`src/lpib_pkg.sv`:
```
// ----------------------------------------------------------------------------
// lpib_pkg: shared constants, types and functions
// Fixed point helpers and controller/datapath interface types for the lift
// polynomial inverse search.
// ----------------------------------------------------------------------------
package lpib_pkg;

    localparam int POLY_DEGREE = 4;
    localparam int ITER_LIMIT  = 256;

    localparam int NUM_COEFF = POLY_DEGREE + 1;
    localparam int TERM_W    = $clog2(NUM_COEFF);
    localparam int STEP_W    = $clog2(ITER_LIMIT + 2);

    localparam int DATA_W    = 32;
    localparam int MAXA_W    = 18;
    localparam int TOL_W     = 17;
    localparam int ALPHA_W   = 19;
    localparam int CFG_IDX_W = 3;

    // register indexes of the configuration port
    localparam logic [CFG_IDX_W-1:0] CFG_MAX_ALPHA = 3'd0;
    localparam logic [CFG_IDX_W-1:0] CFG_TOLERANCE = 3'd1;
    localparam logic [CFG_IDX_W-1:0] CFG_COEFF_0   = 3'd2;

    localparam logic [MAXA_W-1:0] MAXA_RESET = 18'd19661;
    localparam logic [TOL_W-1:0]  TOL_RESET  = 17'd66;

    // 1.0 in Q16.16
    localparam logic signed [DATA_W-1:0] ONE_Q = 32'sh0001_0000;

    typedef struct packed {
        logic load;   // start a new search
        logic mid;    // form midpoint, clear term state
        logic mul;    // launch coefficient and power products
        logic acc;    // round products, accumulate
        logic chk;    // move bounds, count step
        logic emit;   // load output register
    } t_dp_cmd;

    typedef struct packed {
        logic last_term;
        logic limit;
        logic conv;
    } t_dp_sts;

    // Q16.16 product: round to nearest (ties up), saturate to 32 bit
    function automatic logic signed [DATA_W-1:0] f_qround(input logic signed [63:0] prod);
        logic signed [63:0] t;
        logic signed [47:0] s;
        begin
            t = prod + 64'sd32768;
            s = t[63:16];
            if (s > $signed(48'h0000_7FFF_FFFF)) begin
                f_qround = 32'sh7FFF_FFFF;
            end else if (s < $signed(48'hFFFF_8000_0000)) begin
                f_qround = 32'sh8000_0000;
            end else begin
                f_qround = s[31:0];
            end
        end
    endfunction

    // saturating 32 bit add
    function automatic logic signed [DATA_W-1:0] f_sat_add(input logic signed [DATA_W-1:0] a,
                                                          input logic signed [DATA_W-1:0] b);
        logic signed [DATA_W:0] s;
        begin
            s = {a[DATA_W-1], a} + {b[DATA_W-1], b};
            if (s[DATA_W] != s[DATA_W-1]) begin
                f_sat_add = s[DATA_W] ? 32'sh8000_0000 : 32'sh7FFF_FFFF;
            end else begin
                f_sat_add = s[DATA_W-1:0];
            end
        end
    endfunction

endpackage

```
`src/lpib_ctrl.sv`:
```
// ----------------------------------------------------------------------------
// lpib_ctrl: search controller
// Sequences midpoint, term products, accumulation and bound update for each
// step; owns the input handshake and the output valid.
// ----------------------------------------------------------------------------
module lpib_ctrl (
    input  logic                i_clk,
    input  logic                i_rst_n,
    input  logic                i_in_valid,
    output logic                o_in_stall,
    output logic                o_out_valid,
    input  logic                i_out_stall,
    output lpib_pkg::t_dp_cmd   o_cmd,
    input  lpib_pkg::t_dp_sts   i_sts
);
    import lpib_pkg::*;

    typedef enum logic [2:0] {
        S_IDLE,
        S_MID,
        S_MUL,
        S_ACC,
        S_CHK,
        S_DONE
    } t_state;

    t_state  r_state;
    t_state  n_state;
    logic    r_out_valid;
    logic    w_slot_free;

    assign w_slot_free = !r_out_valid || !i_out_stall;
    assign o_in_stall  = (r_state != S_IDLE);
    assign o_out_valid = r_out_valid;

    always_comb begin
        o_cmd   = '0;
        n_state = r_state;
        case (r_state)
            S_IDLE: begin
                if (i_in_valid) begin
                    o_cmd.load = 1'b1;
                    n_state    = S_MID;
                end
            end
            S_MID: begin
                o_cmd.mid = 1'b1;
                n_state   = S_MUL;
            end
            S_MUL: begin
                o_cmd.mul = 1'b1;
                n_state   = S_ACC;
            end
            S_ACC: begin
                o_cmd.acc = 1'b1;
                n_state   = i_sts.last_term ? S_CHK : S_MUL;
            end
            S_CHK: begin
                o_cmd.chk = 1'b1;
                n_state   = (i_sts.limit || i_sts.conv) ? S_DONE : S_MID;
            end
            S_DONE: begin
                if (w_slot_free) begin
                    o_cmd.emit = 1'b1;
                    n_state    = S_IDLE;
                end
            end
            default: begin
                n_state = S_IDLE;
            end
        endcase
    end

    always_ff @(posedge i_clk) begin
        if (!i_rst_n) begin
            r_state     <= S_IDLE;
            r_out_valid <= 1'b0;
        end else begin
            r_state <= n_state;
            if (o_cmd.emit) begin
                r_out_valid <= 1'b1;
            end else if (!i_out_stall) begin
                r_out_valid <= 1'b0;
            end
        end
    end

endmodule

```
`config.mk`:
```
export PLATFORM = sky130hd
export DESIGN_NAME = lpib_ctrl
export DESIGN_NICKNAME = d
export VERILOG_FILES = /design/src/lpib_pkg.sv /design/src/lpib_ctrl.sv
export SDC_FILE = /design/constraint.sdc
export NUM_CORES = 1
export LEC_CHECK = 0
export ABC_AREA = 1
export BUFFER_PORTS_ARGS = -buffer_cell sky130_fd_sc_hd__clkbuf_2
export CAP_MARGIN = 5
export CELL_PAD_IN_SITES_DETAIL_PLACEMENT = 0
export CELL_PAD_IN_SITES_GLOBAL_PLACEMENT = 1
export CORE_AREA = 2 2 39 41
export CTS_CLUSTER_SIZE = 12
export DETAILED_ROUTE_END_ITERATION = 16
export DIE_AREA = 0 0 41 43
export HOLD_SLACK_MARGIN = 0.1
export PLACE_DENSITY_LB_ADDON = 0.1
export REMOVE_ABC_BUFFERS = 1
export SYNTH_ARGS = -nofsm -noshare
export SYNTH_HDL_FRONTEND = slang
export SYNTH_SLANG_ARGS = --single-unit
```
`constraint.sdc`:
```
create_clock -name i_clk -period 0.9 [get_ports i_clk]
set_input_delay 0.27 -clock i_clk [delete_from_list [all_inputs] [get_ports i_clk]]
set_output_delay 0.27 -clock i_clk [all_outputs]
set_load 0.005 [all_outputs]
```
-- Word level (Yosys, flattened, before mapping)
Index checks and enable logic that the tools add are counted.
- bits in writable memories: 0
- memories kept: 0
- latch bits: 0
- ROM bits: 0
- output and inout bits: 8
- flip-flop bits (word level): 4
- reductions and logical operators: 7
- equal/unequal tests: 8
- $mul: 0
- mux-type cells: 15
- shift operators: 0
- $add $sub $neg: 0
- order comparisons: 0
- div/mod/pow operators: 0
- bitwise operators: 0
- operators by type and width (operator ; count):
    3-bit one-hot mux with 6 select lines ; 1
    3-bit 2-to-1 mux ; 4
    1-bit 2-to-1 mux ; 10
    3-bit by 2-bit == test with 1-bit output (second input constant) ; 2
    3-bit == test (second input constant) ; 2
    2-bit != test (second input constant) ; 2
    3-bit by 1-bit == test with 1-bit output (second input constant) ; 1
    3-bit logical NOT ; 1
    3-bit nonzero test ; 1
    1-bit logical NOT ; 2
    1-bit logical OR ; 2
    2-bit by 1-bit != test with 1-bit output (second input constant) ; 1
    2-bit AND reduction ; 1

-- Depth between registers and ports, before layout
Gate-level depths: netlist of run 1.
- depth in word-level cells: 5
- depth in mapped cells: 6
- depth with buffers taken out: 6

-- Least setup slack after synthesis of run 1
OpenSTA, ideal clock, no wires.
- path type: register to output
- start: register r_state[1]
- end: output port o_cmd[5] (netlist bit)
- data arrival time: 0.750 ns
- slack: -0.120 ns
- cell stages (with the launch flop): 4
- required time: 0.630 ns
- cell sequence: dfxtp_1 nor2_1 nand2_1 nor2_1
- RTL lines (item ; RTL line ; source):
    start: declaration ; lpib_ctrl.sv:27 ; t_state r_state;
    start signal: assignment ; lpib_ctrl.sv:79 ; r_state <= n_state;
    end: declaration ; lpib_ctrl.sv:13 ; output lpib_pkg::t_dp_cmd o_cmd,

==> results of run 1 <==
power by group:
part	total, mW	internal, mW	switching, mW	leakage (nW)
Clock	0.223	0.149	0.0739	0.0138
Combinational	0.213	0.119	0.0936	0.241
Sequential	0.218	0.190	0.0278	0.0353
Total	0.654	0.459	0.195	0.290
kinds of logic after synthesis:
| family | count (synthesis) | synth area share |
|---|---|---|
| compound gates | 3 | 0.06281 |
| simple gates | 23 | 0.4241 |
| flops | 4 | 0.3351 |
| buf+inv | 11 | 0.1780 |
registers in the layout (all words and copies together), names as in the netlist:
| name | count |
|---|---|
| r_state | 3 |
| o_out_valid | 1 |
critical path, delay by kind of cell, from the launching register on:
kind                   cells  cell delay [ns]
buffers and inverters      1             0.11
DFF                        1             0.36
and+or+nand+nor            3             0.30
area by class of cell:
| class | instances | area [um2] | area share |
|---|---|---|---|
| inverters | 10 | 45.04 | 0.08654 |
| multi-input cells | 26 | 172.7 | 0.3317 |
| repair buffers | 26 | 167.7 | 0.3221 |
| flip-flops and latches | 4 | 92.59 | 0.1779 |
| clock buffers | 3 | 22.52 | 0.04327 |
| well taps | 16 | 20.02 | 0.03846 |
worst max path at each step:
stage,startpoint,to,slack (ns),cells after the start
5_1_grt,r_state[1],o_cmd[5],-0.45,4
3_5_place_dp,r_state[1],o_cmd[5],-0.23,4
6_report,r_state[1],o_cmd[5],-0.38,4
2_1_floorplan,r_state[1],o_cmd[5],-0.12,3
4_1_cts,r_state[0],o_cmd[1],-0.37,4
3_3_place_gp,r_state[0],o_cmd[5],-0.23,4
layer usage:
metal  wire length, um  up-vias
met4                 0        0
met2               373        9
li1                  -      188
met1               328      147
met5                 0        -
met3                27        0
synthesized netlist by cell type, drive strengths merged:
library cell / instances
a21oi: 3
inv: 10
nor3: 3
nand3: 7
nand4: 1
dfxtp: 4
nor2: 8
nand2: 4
buf: 1
stage by stage:
step           std cells  hold WS (ns)  total power, mW  cell area (um2)  worst slack, ns
4_1_cts               84        0.2220           0.6431            470.5          -0.3735
5_1_grt               85        0.2338           0.7077            520.5          -0.4504
2_1_floorplan         40        0.3676           0.2729            234.0          -0.1201
3_5_place_dp          79        0.4738           0.3636            391.6          -0.2322
3_3_place_gp          79        0.4715           0.3672            391.6          -0.2304
6_report              85        0.2363           0.6541            520.5          -0.3817
repair_timing:
item	4_1_cts	5_1_grt
setup buffers	2	2
gates resized for setup	17	18
setup endpoints to repair	12	11
pin swaps	8	8
cloned	0	0
==> flow_metrics.py, run 1 <==
metrics = {
    "timing": {
        "rsz0062_at_grt": "true",
        "setup_ws_ns": -0.3817,
        "finalSetupViolCount": 11,
        "clock_skew_ns": 0.002666,
        "fin_setup_tns_ns": -2.471,
        "finalHoldViolations": 0,
        "fin_crit_ns": 1.282,
        "period_share": 1.424,
        "worst_pin_slew_ns": 0.1579,
        "max_clock_freq_mhz": 780.2,
        "slew_headroom": 0.8948,
        "slew_viol_final": 0,
    },
    "setup_path": {
        "r2r_start": "r_state[0]",
        "worstRegToRegCells": 7,
        "cp-start-kind": "flop",
        "ff2ff_setup_slack_ns": -0.11,
        "worstSetupPathType": "flop to output pin",
        "critPathMaxStageDelay_ns": 0.36,
        "slowest_stage": "dfxtp_4",
        "r2r-end": "r_state[2]",
        "crit_fanout": 5,
        "crit_chain": "nor2_4, nand2_2, nor2_1, buf_2",
        "worstSetupEndpointType": "output pin",
        "cp_data_required_time_ns": 0.63,
        "arrival_ns": 1.01,
    },
    "die": {
        "die_y_um": 43,
        "placementRows": 14,
        "die-area_um2": 1763,
        "core_um2": 1384,
        "die_w_um": 41,
        "initial_core_util": 0.1727,
        "ioPinCount": 15,
    },
    "clocking": {
        "cts-root-buf": "clkbuf_4",
        "clock_path_buffers": 2,
        "cts.sinks": 4,
        "path_clk_slew_ns": 0.04,
        "clock_latency_ns": 0.23,
        "ctsHoldBuffers": 0,
        "cts_tree": "yes",
        "cts_buffers": 3,
        "h-tree-depth": 1,
    },
    "global_route": {
        "grt.overflow.total": 0,
        "grt_util_met3": 0.04712,
        "use_met2": 0.1219,
        "grt_pass1_wl_um": 1007,
        "antenna_found_initial": 0,
        "grt_pass1_vias": 266,
        "grt_max_degree": 8,
        "gr-usage-all-layers": 0.08635,
        "met1_usage": 0.1029,
        "busiest_layer": "met2",
    },
    "logic_synthesis": {
        "synth_cell_types": 9,
        "synth_area_um2": 239.0,
        "synth_top_area_frac": 0.3351,
        "ys.warnings.count": 0,
        "synth_area_per_cell_um2": 5.829,
        "netlist_top_cells_area": "dfxtp_1 34%, inv_1 16%, nand3_1 15%, nor2_1 13%, a21oi_1 6.3%",
        "synth.largest_area_cell": "dfxtp_1",
        "ys_ff_latch": 4,
        "seq_area_frac_synth": 0.3351,
        "synth_cells": 41,
    },
    "drt": {
        "routed_wirelength_um": 729,
        "wl_per_cell_um": 8.576,
        "avgViaCountPerCell": 4.047,
        "drt_iter0_drc": 2,
        "drc": 0,
        "postRouteAntennaNets": 0,
        "vias": 344,
        "firstDrtPassIters": 2,
    },
    "power": {
        "vdd.ir_drop.worst_v": 0.0008477,
        "power-per-cell-area_nw_per_um2": 1257,
        "leakage_nw": 0.2901,
    },
    "cells_and_area": {
        "mostFrequentLayoutCells": "10 x buf_4, 8 x clkbuf_2, 6 x inv_1, 6 x nor2_1, 6 x buf_2",
        "diodes": 0,
        "drive_gt1_frac": 0.6957,
        "syn_to_final_growth_pct": 117.8,
        "num-nets-final": 78,
        "final_common_cell": "buf_4",
        "nFillCells": 153,
        "fin_util": 0.3761,
    },
    "placed_design": {
        "hpwl_um": 547.4,
        "routabilityCongestion": 0.7149,
        "portBuffers": 14,
    },
    "worst_hold_path": {
        "hold_depth": 3,
        "hold_path_class": "primary input to flop",
        "min_to": "r_state[2]",
        "hp-start": "i_rst_n",
    },
    "run": {
        "maxCapViolCount": 0,
    },
    "outcome": {
        "status": "finished with violations",
        "violations": "setup timing",
    },
}
(Power assumes the default switching activity.)
==> run 2, diff against run 1 <==
--- a/config.mk
+++ b/config.mk
@@ -6,7 +6,7 @@
 export NUM_CORES = 1
 export LEC_CHECK = 0
 export ABC_AREA = 1
-export BUFFER_PORTS_ARGS = -buffer_cell sky130_fd_sc_hd__clkbuf_2
+export BUFFER_PORTS_ARGS = -buffer_cell sky130_fd_sc_hd__buf_2
 export CAP_MARGIN = 5
 export CELL_PAD_IN_SITES_DETAIL_PLACEMENT = 0
 export CELL_PAD_IN_SITES_GLOBAL_PLACEMENT = 1
==> run 2 against run 1 <==
The run still ends with setup timing left. Final area down 4.6%. Critical path depth stayed put. Sequential power barely moved. Clock-buffer cell count stayed put. Worst setup slack improved by 0.027 ns. Clock skew down 0.0025 ns. Largest power group is now sequential cells. Via count shrank 0.58%.
==> flow_metrics.py, run 2 (synthesis results as in run 1) <==
metrics = {
    "outcome": {
        "status": "finished with violations",
        "violations": "setup timing",
    },
    "global_route": {
        "grt_pass1_wl_um": 1028,
        "antenna_found_initial": 0,
        "grt_max_degree": 7,
        "grt_pass1_vias": 302,
        "grt.overflow.total": 0,
        "gr-usage-all-layers": 0.08826,
    },
    "setup_path": {
        "r2r_start": "r_state[0]",
        "arrival_ns": 0.98,
        "worstSetupPathType": "flop to output pin",
        "cp_data_required_time_ns": 0.63,
        "worstSetupEndpointType": "output pin",
        "cp-start-kind": "flop",
        "crit_fanout": 4,
        "worstRegToRegCells": 7,
        "r2r-end": "r_state[2]",
        "ff2ff_setup_slack_ns": -0.11,
    },
    "power": {
        "vdd.ir_drop.worst_v": 0.0006118,
        "combPwrFrac": 0.315,
        "leakage_nw": 0.2744,
        "power-per-cell-area_nw_per_um2": 1269,
        "swShare": 0.2913,
        "power_uw": 630.3,
        "p_sw_uw": 183.6,
        "pwr-share-seq": 0.344,
        "internal_power_uw": 446.7,
        "clkPwrFrac": 0.341,
    },
    "cells_and_area": {
        "syn_to_final_growth_pct": 107.9,
        "drive_gt1_frac": 0.6866,
        "final_common_cell": "buf_2",
        "mostFrequentLayoutCells": "14 x buf_2, 7 x buf_4, 6 x inv_1, 5 x nor2_1, 4 x nand3_2",
        "largest_register_ffs": 3,
        "top_register": "r_state",
        "design_area_um2": 496.7,
        "num-nets-final": 76,
        "diodes": 0,
    },
    "placed_design": {
        "portBuffers": 14,
        "hpwl_um": 532.1,
        "dpl_worst_slack_ns": -0.2081,
        "postPlaceCellArea_um2": 384.1,
        "routabilityCongestion": 0.7205,
    },
    "drt": {
        "drc": 0,
        "firstDrtPassIters": 4,
        "vias": 342,
        "drt_iter0_drc": 4,
        "postRouteAntennaNets": 0,
        "routed_wirelength_um": 722,
        "avgViaCountPerCell": 4.120,
        "wl_per_cell_um": 8.699,
    },
    "clocking": {
        "cts_buffers": 3,
        "path_clk_slew_ns": 0.04,
        "ctsHoldBuffers": 0,
        "cts_tree": "yes",
        "clock_latency_ns": 0.23,
        "cts.sinks": 4,
        "h-tree-depth": 1,
        "cts-root-buf": "clkbuf_4",
        "clock_path_buffers": 2,
    },
    "run": {
        "maxCapViolCount": 0,
    },
    "timing": {
        "finalSetupViolCount": 10,
        "clock_skew_ns": 0.0002015,
        "period_share": 1.394,
        "setup_ws_ns": -0.3549,
        "finalHoldViolations": 0,
        "slew_headroom": 0.8873,
        "max_clock_freq_mhz": 796.9,
        "rsz0062_at_grt": "true",
        "hold_ws_ns": 0.2463,
        "worst_pin_slew_ns": 0.1690,
        "fin_crit_ns": 1.255,
        "slew_viol_final": 0,
    },
    "die": {
        "die_w_um": 41,
        "ioPinCount": 15,
        "initial_core_util": 0.1727,
        "die_y_um": 43,
        "core_um2": 1384,
        "placementRows": 14,
        "die-area_um2": 1763,
    },
    "worst_hold_path": {
        "hp-start": "i_rst_n",
        "min_to": "r_state[2]",
        "hold_path_class": "primary input to flop",
        "hold_depth": 3,
    },
}
## run 2: changes by cell type in the layout (fill, tap and decap cells not counted), moves of 2 or more
cell and change:
buf_2 +8, buf_4 -3, clkbuf_2 -8, inv_2 +2, inv_4 -2, nor2_2 +2
## run 2: final cells by class
type                            count  area [um2]
Clock buffer                        3       22.52
Fill cell                         168       887.1
Inverter                           10       40.04
Multi-Input combinational cell     26       165.2
Sequential cell                     4       92.59
Tap cell                           16       20.02
Timing Repair Buffer               24       156.4
## run 2: worst max-delay path by stage
stage / startpoint / end / slack (ns) / cells past startpoint
6_report: r_state[1] / o_cmd[5] / -0.35 / 4
5_1_grt: r_state[1] / o_cmd[1] / -0.41 / 4
4_1_cts: r_state[1] / o_cmd[5] / -0.36 / 4
3_5_place_dp: r_state[0] / o_cmd[5] / -0.21 / 4
3_3_place_gp: r_state[2] / r_state[2] / -0.22 / 6
2_1_floorplan: r_state[1] / o_cmd[5] / -0.12 / 3
## run 2: metal layers
| metal | global-route usage | wire length (um) |
|---|---|---|
| met1 | 0.09295 | 279 |
| met2 | 0.1375 | 405 |
| met3 | 0.01571 | 37 |
| met4 | 0.08000 | 0 |
| met5 | 0 | 0 |
## run 2: timing repair
| item | 4_1_cts | 5_1_grt |
|---|---|---|
| setup buffers | 1 | 1 |
| gates resized for setup | 20 | 7 |
| endpoints found under the setup margin | 12 | 11 |
| pin swaps | 2 | 3 |
| cloned | 0 | 0 |
## run 2: worst max-delay path, cell delays in order (launching register included)
cell and delay [ns]:
dfxtp_4 0.35, nor2_4 0.15, nand2_2 0.07, nor2_1 0.07
buf_2 0.11
## run 2: stage by stage
| stage | TNS (ns) | cells | util |
|---|---|---|---|
| after floorplan | -0.2692 | 40 | - |
| after global placement | -1.631 | 78 | 0.2776 |
| after detailed placement | -1.376 | 78 | 0.2776 |
| after CTS | -2.429 | 82 | 0.3400 |
| after global routing | -2.880 | 83 | 0.3590 |
| final | -2.346 | 83 | 0.3590 |
## run 2: power groups by stage
stage / registers [mW] / clock network [mW] / logic (mW)
5_1_grt: 0.219 / 0.242 / 0.221
3_5_place_dp: 0.208 / 0 / 0.152
6_report: 0.217 / 0.215 / 0.199
4_1_cts: 0.213 / 0.232 / 0.175
2_1_floorplan: 0.208 / 0 / 0.0649
3_3_place_gp: 0.208 / 0 / 0.156
==> run 3, diff against run 2 <==
--- a/config.mk
+++ b/config.mk
@@ -11,12 +11,14 @@
 export CELL_PAD_IN_SITES_DETAIL_PLACEMENT = 0
 export CELL_PAD_IN_SITES_GLOBAL_PLACEMENT = 1
 export CORE_AREA = 2 2 39 41
+export CTS_BUF_LIST = sky130_fd_sc_hd__clkbuf_16
 export CTS_CLUSTER_SIZE = 12
 export DETAILED_ROUTE_END_ITERATION = 16
 export DIE_AREA = 0 0 41 43
 export HOLD_SLACK_MARGIN = 0.1
 export PLACE_DENSITY_LB_ADDON = 0.1
 export REMOVE_ABC_BUFFERS = 1
+export SLEW_MARGIN = 20
 export SYNTH_ARGS = -nofsm -noshare
 export SYNTH_HDL_FRONTEND = slang
 export SYNTH_SLANG_ARGS = --single-unit
==> run 3 against run 2 <==
Highest routed layer is now met4. Critical path depth did not move. Cell count did not move. Global-route usage is 0.60 points higher. Via count increased by 0.58%. Combinational power about the same. Worst setup slack improved by 0.0083 ns. The run still ends with setup timing left. Flip-flop and latch count stayed put.
==> flow_metrics.py, run 3 (synthesis results as in run 1) <==
metrics = {
    "die": {
        "initial_core_util": 0.1727,
        "die-area_um2": 1763,
        "ioPinCount": 15,
        "core_um2": 1384,
        "die_w_um": 41,
        "die_y_um": 43,
        "placementRows": 14,
    },
    "cells_and_area": {
        "final_common_cell": "buf_2",
        "mostFrequentLayoutCells": "14 x buf_2, 7 x buf_4, 6 x inv_1, 5 x nor2_1, 4 x nand3_2",
        "drive_gt1_frac": 0.6866,
        "fin_util": 0.3969,
        "num-nets-final": 76,
        "top_register": "r_state",
        "diodes": 0,
        "largest_register_ffs": 3,
        "syn_to_final_growth_pct": 129.8,
        "fin_cells": 83,
    },
    "clocking": {
        "cts_buffers": 3,
        "clock_latency_ns": 0.22,
        "cts.sinks": 4,
        "h-tree-depth": 1,
        "ctsHoldBuffers": 0,
        "path_clk_slew_ns": 0.03,
        "cts_tree": "yes",
        "cts-root-buf": "clkbuf_16",
        "clock_path_buffers": 2,
    },
    "outcome": {
        "status": "finished with violations",
        "violations": "setup timing",
    },
    "timing": {
        "fin_crit_ns": 1.247,
        "finalHoldViolations": 0,
        "rsz0062_at_grt": "true",
        "slew_headroom": 0.8875,
        "finalSetupViolCount": 10,
        "max_clock_freq_mhz": 802.1,
        "fin_setup_tns_ns": -2.283,
        "clock_skew_ns": 0.0006350,
        "worst_pin_slew_ns": 0.1688,
        "setup_ws_ns": -0.3467,
        "period_share": 1.385,
        "slew_viol_final": 0,
    },
    "drt": {
        "wl_per_cell_um": 9.036,
        "firstDrtPassIters": 4,
        "avgViaCountPerCell": 4.145,
        "vias": 344,
        "postRouteAntennaNets": 0,
        "drt_iter0_drc": 5,
        "drc": 0,
        "routed_wirelength_um": 750,
    },
    "power": {
        "power-per-cell-area_nw_per_um2": 2007,
        "leakage_nw": 0.2976,
        "vdd.ir_drop.worst_v": 0.001305,
        "power_mw": 1.102,
    },
    "setup_path": {
        "crit_fanout": 4,
        "arrival_ns": 0.98,
        "worstSetupEndpointType": "output pin",
        "cp-start-kind": "flop",
        "cp_data_required_time_ns": 0.63,
        "ff2ff_setup_slack_ns": -0.11,
        "worstSetupPathType": "flop to output pin",
    },
    "placed_design": {
        "dpl_worst_slack_ns": -0.2081,
        "hpwl_um": 532.1,
        "routabilityCongestion": 0.7205,
        "portBuffers": 14,
        "dpl.cell_count": 78,
    },
    "global_route": {
        "grt_pass1_wl_um": 1062,
        "grt.overflow.total": 0,
        "grt_max_degree": 7,
        "gr-usage-all-layers": 0.09428,
        "antenna_found_initial": 0,
        "grt_pass1_vias": 307,
    },
    "run": {
        "maxCapViolCount": 0,
    },
    "worst_hold_path": {
        "hold_path_class": "primary input to flop",
    },
}
==> run 3: cell counts in the layout (fill, tap and decap cells not counted) <==
Identical to the previous run, type by type.
==> run 3: per-layer routing <==
metal	GRT usage	vias up	part of all wire
met2	0.1375	9	0.52
met1	0.09295	152	0.39
met4	0.1000	0	0.031
met5	0	-	0
li1	-	181	-
met3	0.03141	2	0.051
==> run 3: what timing repair did <==
item,4_1_cts,5_1_grt
buffers inserted,1,1
setup endpoints to repair,12,11
gates resized for setup,20,7
pin swaps,2,3
cloned,0,0
==> run 3: where the power goes <==
part	internal [mW]	total [mW]	switching [mW]	leakage, nW
logic	0.108	0.199	0.0908	0.225
registers	0.191	0.217	0.0266	0.0353
clock network	0.567	0.687	0.119	0.0370
==> run 3: through the flow <==
step / area [um2] / hold slack (ns)
after CTS: 523.0 / 0.2484
after detailed placement: 384.1 / 0.4806
final: 549.3 / 0.2490
after floorplan: 234.0 / 0.3676
after global routing: 549.3 / 0.2680
after global placement: 384.1 / 0.4715
==> run 3: path summary, 6_finish.rpt <==
check                            startpoint  depth (start not counted)     endpoint
worst min register to register  o_out_valid                          3  o_out_valid
worst min-delay path                i_rst_n                          3   r_state[2]
worst max register to register   r_state[0]                          7   r_state[2]
worst max-delay path             r_state[1]                          4     o_cmd[5]
==> run 3: final cells by class <==
| type | count | area (um2) |
|---|---|---|
| Inverter | 10 | 40.04 |
| Timing Repair Buffer | 24 | 156.4 |
| Sequential cell | 4 | 92.59 |
| Clock buffer | 3 | 75.07 |
| Tap cell | 16 | 20.02 |
| Fill cell | 160 | 834.6 |
| Multi-Input combinational cell | 26 | 165.2 |
==> run 3: critical path, cell delays in order, from the launching register on <==
cell,delay [ns]
dfxtp_4,0.35
nor2_4,0.15
nand2_2,0.07
nor2_1,0.07
buf_2,0.11
